[src/hdl/assert_macros.svh]
// Assertion helpers. Both sample on clk_i and stay quiet while rst_ni is low.
`ifndef ASSERT_MACROS_SVH
`define ASSERT_MACROS_SVH

// Property that must hold at every rising edge of clk_i.
`define CR_ASSERT(lbl, prop, msg) \
  lbl: assert property (@(posedge clk_i) disable iff (!rst_ni) (prop)) else $error(msg);

// When the trigger holds, the consequence must hold in the following cycle.
`define CR_ASSERT_NEXT(lbl, trig, cons, msg) \
  lbl: assert property (@(posedge clk_i) disable iff (!rst_ni) (trig) |=> (cons)) \
    else $error(msg);

`endif

[src/hdl/catrom_pkg.sv]
package catrom_pkg;

  localparam int COORD_W = 32;
  localparam int CNT_W   = 7;
  localparam int ACC_W   = 40;

  localparam logic OP_LOAD = 1'b0;
  localparam logic OP_EVAL = 1'b1;

  typedef struct packed {
    logic               opcode;
    logic [5:0]         point_index;
    logic signed [31:0] coord_x;
    logic signed [31:0] coord_y;
    logic signed [31:0] coord_z;
    logic [31:0]        curve_param;
  } in_item_t;

  typedef struct packed {
    logic signed [31:0] pos_x;
    logic signed [31:0] pos_y;
    logic signed [31:0] pos_z;
    logic signed [31:0] deriv_x;
    logic signed [31:0] deriv_y;
    logic signed [31:0] deriv_z;
    logic               empty_error;
  } out_item_t;

  typedef struct packed {
    logic signed [COORD_W-1:0] x;
    logic signed [COORD_W-1:0] y;
    logic signed [COORD_W-1:0] z;
  } point_t;

  typedef enum logic [1:0] {
    MUL_NONE,
    MUL_N,
    MUL_H,
    MUL_G
  } mul_src_e;

  typedef enum logic [1:0] {
    ACC_NONE,
    ACC_H,
    ACC_G
  } acc_dst_e;

  typedef enum logic [1:0] {
    ADD_ZERO,
    ADD_B1,
    ADD_B1X2,
    ADD_B2
  } addend_e;

  typedef struct packed {
    logic     coef;
    mul_src_e mul_src;
    acc_dst_e acc_dst;
    addend_e  addend;
  } alu_ctrl_t;

endpackage

[src/hdl/catrom_axis_alu.sv]
module catrom_axis_alu #(
  parameter int FRAC_BITS = 16
) (
  input  logic                                 clk_i,
  input  catrom_pkg::alu_ctrl_t                ctrl_i,
  input  logic [catrom_pkg::CNT_W-1:0]         n_i,
  input  logic [FRAC_BITS-1:0]                 u_i,
  input  logic signed [catrom_pkg::COORD_W-1:0] p0_i,
  input  logic signed [catrom_pkg::COORD_W-1:0] p1_i,
  input  logic signed [catrom_pkg::COORD_W-1:0] p2_i,
  input  logic signed [catrom_pkg::COORD_W-1:0] p3_i,
  output logic [catrom_pkg::CNT_W-1:0]         seg_o,
  output logic [FRAC_BITS-1:0]                 frac_o,
  output logic signed [catrom_pkg::COORD_W-1:0] pos_o,
  output logic signed [catrom_pkg::COORD_W-1:0] deriv_o
);
  import catrom_pkg::*;

  localparam int PW = ACC_W + FRAC_BITS + 1;

  function automatic logic signed [COORD_W-1:0] sat_coord(logic signed [ACC_W-1:0] v);
    logic signed [ACC_W-1:0] hi;
    logic signed [ACC_W-1:0] lo;
    hi = ACC_W'($signed({1'b0, {(COORD_W-1){1'b1}}}));
    lo = ACC_W'($signed({1'b1, {(COORD_W-1){1'b0}}}));
    if (v > hi) begin
      return hi[COORD_W-1:0];
    end else if (v < lo) begin
      return lo[COORD_W-1:0];
    end
    return v[COORD_W-1:0];
  endfunction

  logic signed [ACC_W-1:0] h_q, g_q, b1_q, b2_q;
  logic signed [PW-1:0]    prod_q;

  logic signed [ACC_W-1:0] e0, e1, e2, e3, d12;
  logic signed [ACC_W-1:0] b0_c, b1_c, b2_c;
  logic signed [ACC_W-1:0] mul_a;
  logic signed [FRAC_BITS:0] mul_b;
  logic signed [PW-1:0]    prod_d;
  logic signed [ACC_W-1:0] prod_fl, addend, acc_sum, pos_wide;

  assign e0 = ACC_W'(p0_i);
  assign e1 = ACC_W'(p1_i);
  assign e2 = ACC_W'(p2_i);
  assign e3 = ACC_W'(p3_i);

  // doubled Catmull-Rom coefficients, shift and add only
  assign d12  = e1 - e2;
  assign b0_c = (e3 - e0) + (d12 <<< 1) + d12;
  assign b1_c = (e0 <<< 1) - ((e1 <<< 2) + e1) + (e2 <<< 2) - e3;
  assign b2_c = e2 - e0;

  always_comb begin
    unique case (ctrl_i.mul_src)
      MUL_N:    mul_a = $signed({{(ACC_W-CNT_W){1'b0}}, n_i});
      MUL_H:    mul_a = h_q;
      MUL_G:    mul_a = g_q;
      MUL_NONE: mul_a = '0;
    endcase
  end

  assign mul_b  = $signed({1'b0, u_i});
  assign prod_d = PW'(mul_a) * PW'(mul_b);

  // arithmetic shift of the signed product rounds toward minus infinity
  assign prod_fl = ACC_W'(prod_q >>> FRAC_BITS);

  always_comb begin
    unique case (ctrl_i.addend)
      ADD_B1:   addend = b1_q;
      ADD_B1X2: addend = b1_q <<< 1;
      ADD_B2:   addend = b2_q;
      ADD_ZERO: addend = '0;
    endcase
  end

  assign acc_sum = prod_fl + addend;

  always_ff @(posedge clk_i) begin
    if (ctrl_i.mul_src != MUL_NONE) begin
      prod_q <= prod_d;
    end
    if (ctrl_i.coef) begin
      b1_q <= b1_c;
      b2_q <= b2_c;
      h_q  <= b0_c;
      g_q  <= (b0_c <<< 1) + b0_c;
    end else begin
      if (ctrl_i.acc_dst == ACC_H) begin
        h_q <= acc_sum;
      end
      if (ctrl_i.acc_dst == ACC_G) begin
        g_q <= acc_sum;
      end
    end
  end

  // last position step folds the final product shift and the halving together
  assign pos_wide = e1 + ACC_W'(prod_q >>> (FRAC_BITS + 1));
  assign pos_o    = sat_coord(pos_wide);
  assign deriv_o  = sat_coord(g_q >>> 1);

  assign seg_o  = prod_q[FRAC_BITS +: CNT_W];
  assign frac_o = prod_q[FRAC_BITS-1:0];

endmodule

[config.mk]
export PLATFORM = sky130hd
export DESIGN_NAME = catrom_axis_alu
export DESIGN_NICKNAME = d
export VERILOG_FILES = /design/src/hdl/assert_macros.svh /design/src/hdl/catrom_pkg.sv /design/src/hdl/catrom_axis_alu.sv
export SDC_FILE = /design/constraint.sdc
export NUM_CORES = 2
export LEC_CHECK = 0
export CAP_MARGIN = 25
export CORE_UTILIZATION = 61
export CTS_CLUSTER_SIZE = 8
export DETAILED_ROUTE_END_ITERATION = 10
export DONT_BUFFER_PORTS = 1
export GPL_TIMING_DRIVEN = 1
export PLACE_DENSITY_LB_ADDON = 0.05
export SLEW_MARGIN = 20
export SYNTH_ARGS = -nofsm -noshare
export SYNTH_HDL_FRONTEND = slang
export SYNTH_SLANG_ARGS = --single-unit
export TNS_END_PERCENT = 10
[constraint.sdc]
create_clock -name clk_i -period 8.5 [get_ports clk_i]
set_input_delay 0 -clock clk_i [delete_from_list [all_inputs] [get_ports clk_i]]
set_output_delay 0 -clock clk_i [all_outputs]
set_load 0.01 [all_outputs]
---- Word-level counts from Yosys, hierarchy flattened ----
Cells that the tools add are included.
word-level totals
  flip-flop bits (word level) ............. 217
  input bits .............................. 159
  output and inout bits ................... 87
  word-level logic and storage cells ...... 51
operators by class
  add/subtract/negate cells ............... 12
  multiply operators ...................... 1
  order comparisons ....................... 4
  eq/ne operators ......................... 8
  mux-type cells .......................... 16
  reductions and logical operators ........ 5
operators by type and width
  cell                                                             number
  case mux 40 bit (4 select lines)                                 2
  2-to-1 mux 32 bit                                                6
  2-to-1 mux 40 bit                                                4
  subtractor 32 x 32 -> 33 bit                                     3
  multiplier 40 x 17 -> 57 bit                                     1
  adder 32 x 40 -> 40 bit                                          1
  adder 40 bit                                                     1
  greater-than comparator 40 x 32 -> 1 bit, second input constant  1
  < comparator 40 x 32 -> 1 bit, second input constant             1
  greater-than comparator 39 x 32 -> 1 bit, second input constant  1
  < comparator 39 x 32 -> 1 bit, second input constant             1
  adder 37 x 36 -> 38 bit                                          1
  subtractor 37 x 32 -> 38 bit                                     1
  adder 36 x 34 -> 37 bit                                          1
  adder 35 x 33 -> 36 bit                                          1
  subtractor 33 x 35 -> 36 bit                                     1
  adder 33 x 34 -> 35 bit                                          1
  adder 34 x 32 -> 35 bit                                          1
  == test 2 bit, second input constant                             5
  == test 2 x 1 -> 1 bit, second input constant                    3
  nonzero test 2 bit                                               3
  zero test 2 bit                                                  2
  2-to-1 mux 1 bit                                                 4

---- Logic depth before layout (Yosys ltp) ----
  depth in word-level cells ............... 5
  gate-level depth with buffers ........... 40
  mapped depth without buffers ............ 40

---- Worst setup path before layout ----
No wires, ideal clock.
  path type ............................... input-to-reg
  from .................................... in ctrl_i[4] (netlist name)
  to ...................................... reg prod_q[53] (data pin)
  library setup time ...................... 135 ps
  data arrival time ....................... 7,745 ps
  required time ........................... 8,365 ps
  setup slack ............................. 620 ps
  stages .................................. 29
  cells stage by stage .................... clkbuf_1 -> buf_1 -> clkbuf_1 -> mux2i_1 -> nor2b_1 -> clkbuf_1 -> nand2_1 -> fa_1 -> inv_1 -> fa_1 -> inv_1 -> fa_1 -> inv_1 -> fa_1 -> fa_1 -> fa_1 -> ha_1 -> a21oi_1 -> o21ai_0 -> a31oi_1 -> o21ai_0 -> a21oi_1 -> o21ai_0 -> a21boi_0 -> or4b_2 -> a31oi_1 -> o41a_2 -> mux2_2 -> nand3_1
on the way
  longest elaborated chain between the ends .. 3
  elaborated cells between the ends (all ways) .. 6
ends and longest elaborated chain
  what                                         RTL line               source
  from (decl)                                  catrom_axis_alu.sv:5   input catrom_pkg::alu_ctrl_t ctrl_i,
  == test 2 bit, or another cell as far along  catrom_axis_alu.sv:56  unique case (ctrl_i.mul_src)
  case mux 40 bit (4 select lines) (*)         catrom_axis_alu.sv:56
  multiplier 40 x 17 -> 57 bit (*)             catrom_axis_alu.sv:65  assign prod_d = PW'(mul_a) * PW'(mul_b);
  named net prod_d[53]                         catrom_axis_alu.sv:41  logic signed [PW-1:0] prod_d;
  to (signal assigned)                         catrom_axis_alu.sv:83  prod_q <= prod_d;
  to (decl)                                    catrom_axis_alu.sv:35  logic signed [PW-1:0] prod_q;
The timed path passes the listed nets; every way through them passes the cells marked *.
A chain may end at the register's enable or synchronous reset.

---- Worst setup path after layout ----
  from .................................... reg g_q[8]
  to ...................................... reg prod_q[53] (data pin)
on the way
  longest elaborated chain between the ends .. 2
ends and longest elaborated chain
  what                              RTL line               source
  from (decl)                       catrom_axis_alu.sv:34  logic signed [ACC_W-1:0] h_q, g_q, b1_q, b2_q;
  from (signal assigned)            catrom_axis_alu.sv:89  g_q <= (b0_c <<< 1) + b0_c;
  from (signal assigned)            catrom_axis_alu.sv:95  g_q <= acc_sum;
  case mux 40 bit (4 select lines)  catrom_axis_alu.sv:56
  multiplier 40 x 17 -> 57 bit      catrom_axis_alu.sv:65
  named net prod_d[53]              catrom_axis_alu.sv:41
The timed path passes the listed nets, and every way through them passes these cells.

==> qor.csv <==
stage,metric,value,unit
grt,initial antenna violation count,1,
route,vias post-DR,35700,
sta,FMAX,124,MHz
place,DP Wirelength,100000,µm
sta,final hold violations,0,
logic_synthesis,"Cell Area, Synth",46900,µm²
die,Die X,279,µm
logic_synthesis,"Top FF cell, synth",edfxtp_1,
sta,Pins Over Slew Limit,0,
clock_network,CTS tree,built,
grt,pin count of the biggest net entering global routing,155,
place,Buffers on Ports,0,
place,Placed Cells,6039,
setup_path,worst r2r src,g_q[8],
setup_path,Critical Path End Type,flip-flop,
setup_path,CP required,8.88,ns
layout,Seq. cell area,6250,µm²
route,Total Wirelength,124000,µm
layout,ratio of cells with drive above 1 in the final layout,0.0393,
clock_network,clk_lat worst skew,0.58,ns
setup_path,"Max FO, Critical Path",8,
layout,Finished Layout Cells,6169,
run,Max Cap Viol,0,
clock_network,Root Driver,clkbuf_16,
setup_path,CP Launch Type,flip-flop,
logic_synthesis,Synth Area in Simple Gates,0.129,
die,Die Span Y,279,µm
layout,Fillers,6375,
die,core box area,75900,µm²
min_path,worst hold path class,input port to flip-flop,
grt,vias in the first global route,37300,
sta,Final setup viols,0,
sta,Worst Tran Pin Value,1.05,ns
sta,slew margin rel.,0.281,
route,Final ANT Viol Nets,0,
run_status,outcome,"finished, final reports clean",
logic_synthesis,Post-Synth Adder-Cell Area,0.433,
logic_synthesis,post-synthesis compound-gate area fraction,0.137,
route,TritonRoute pass-1 iters,7,
layout,Layout Nets,6444,
grt,GRT Total Usage,0.330,
logic_synthesis,largest family of logic cells by synthesized area,adder cells,
layout,"commonest non-fill, non-tap cell in the layout",inv_1,
die,initial core utilization,0.617,
sta,clock skew,0.0597,ns
clock_network,total clock sinks,208,
logic_synthesis,Synth Warn #,0,
die,row count,101,
layout,area of the multi-input gates,36200,µm²
logic_synthesis,ys async rst share,0,
logic_synthesis,register area share after synthesis,0.133,
logic_synthesis,syn nets,6464,
grt,total global routing overflow,0,
logic_synthesis,mux share of post-synthesis cell area,0.0185,
layout,Finished Core Util,0.654,
sta,Period minus WS final,8.05,ns
logic_synthesis,Synth Area per Inst,9.11,µm²
layout,P&R area growth vs syn,5.92,%
sta,RSZ-0062 raised after global routing,false,
place,Placer Congestion,0.966,
route,DRC errors left,0,
clock_network,TritonCTS buffer count,35,
sta,setup tns final,0,ns
die,Die ar.,78000,µm²
setup_path,Crit. Startpoint,g_q[8],
clock_network,Bufs on Longest Clock Path,3,
sta,period utilization,0.947,
clock_network,Post CTS Setup Buffer Count,0,
die,number of top-level pins,246,
logic_synthesis,Netlist cell types,88,
grt,first-pass GRT wire length,201000,µm
route,First DRT Iteration DRCs,2144,
layout,most frequent cells in the layout,"inv_1, fa_1, nand2_1",
logic_synthesis,Mapped Cells,5146,
logic_synthesis,Post-synth EDFFs,208,
route,vias per cell,5.79,
clock_network,htree depth,2,
clock_network,"Reg clk slew, reported paths",0.05,ns
setup_path,Crit Path Category,flip-flop to flip-flop,
logic_synthesis,Yosys reg bits,208,
route,average wire per standard cell,20.1,µm
logic_synthesis,xor and xnor area share after synthesis,0.0528,
setup_path,worst path arrival time,8.43,ns
min_path,hold_sp,p2_i[1],
sequential cells by signal, indices dropped and copies added, names as in the netlist:
register  flops
prod_q       57
g_q          40
b1_q         38
h_q          40
b2_q         33
metrics by stage:
| step | hold slack [ns] | instance area [µm²] | setup slack (ns) |
|---|---|---|---|
| final | 0.0280 | 49700 | 0.454 |
| after global routing | 0.0335 | 49700 | 0.00224 |
| after CTS | 0.000394 | 49700 | 0.524 |
| after detailed placement | 0.129 | 47800 | 0.149 |
| after global placement | 0.127 | 47800 | 0.261 |
| after floorplan | 0.112 | 46900 | 0.620 |
path summary, 6_finish.rpt:
path,endpoint,slack [ns],depth (start not counted)
worst max-delay path,prod_q[53],0.45,25
worst min-delay path,b2_q[2],0.03,3
worst max register to register,prod_q[53],0.45,25
worst min register to register,g_q[0],0.90,4
synthesized netlist by cell type, types with 40 or more instances:
cell | n | area share
a21o_1 | 206 | 0.033
a21oi_1 | 238 | 0.025
a22o_1 | 45 | 0.0084
and2_1 | 218 | 0.029
clkbuf_1 | 163 | 0.013
edfxtp_1 | 208 | 0.13
fa_1 | 772 | 0.33
ha_1 | 387 | 0.10
inv_1 | 979 | 0.078
mux2_2 | 45 | 0.011
nand2_1 | 577 | 0.046
nand3_1 | 47 | 0.0050
nor2_1 | 168 | 0.013
nor2b_1 | 74 | 0.0099
nor3_1 | 40 | 0.0043
o21a_1 | 41 | 0.0066
o21ai_0 | 171 | 0.018
o21bai_1 | 43 | 0.0069
xnor2_1 | 176 | 0.033
xor2_1 | 102 | 0.019
timing repair:
| item | CTS | global route |
|---|---|---|
| gates resized for setup | 0 | 1 |
| hold buffers | 80 | 0 |
| endpoints found under the hold margin | 204 | 0 |
| setup endpoints to repair | 0 | 1 |
cells by family after synthesis:
kind of cell / after synthesis
AO/OA/AOI/OAI: 968
XOR/XNOR: 280
adder cells (fa/ha/maj): 1159
buffers and inverters: 1176
flip-flops: 208
multiplexers: 81
AND/OR/NAND/NOR: 1274
worst max-delay path, stage by stage (launching register included):
cell      delay, ns
edfxtp_1       0.34
mux2i_1        0.08
nor2b_1        0.72
buf_4          0.26
nand2_1        0.07
fa_1           0.50
inv_1          0.06
fa_1           0.48
fa_1           0.61
fa_1           0.46
fa_1           0.51
fa_1           0.42
ha_1           0.39
nand2_1        0.09
o21ai_0        0.27
a31oi_1        0.14
o21ai_0        0.25
a21oi_1        0.10
o21ai_0        0.08
buf_4          0.20
a21boi_0       0.18
or4b_2         0.75
a31oi_1        0.30
o41a_2         0.19
mux2_2         0.32
nand3_1        0.10
layer usage:
layer / GRT usage / wire (µm)
met3: 0.0511 / 8580
met4: 0.103 / 4060
met1: 0.448 / 52900
met2: 0.544 / 58700
met5: 0 / 0
layout make-up:
type                       instances  share of cell area
timing repair buffer             140              0.0255
inverter                         979              0.0740
multi-input combinational       3762               0.728
clock inverter                    10             0.00242
clock buffer                      39              0.0179
antenna                            1           0.0000504
sequential                       208               0.126
tap                             1030              0.0259
Power is left out: the tool's default activity adds up to more than one toggle a clock period on the data nets, which glitch-free logic cannot reach.
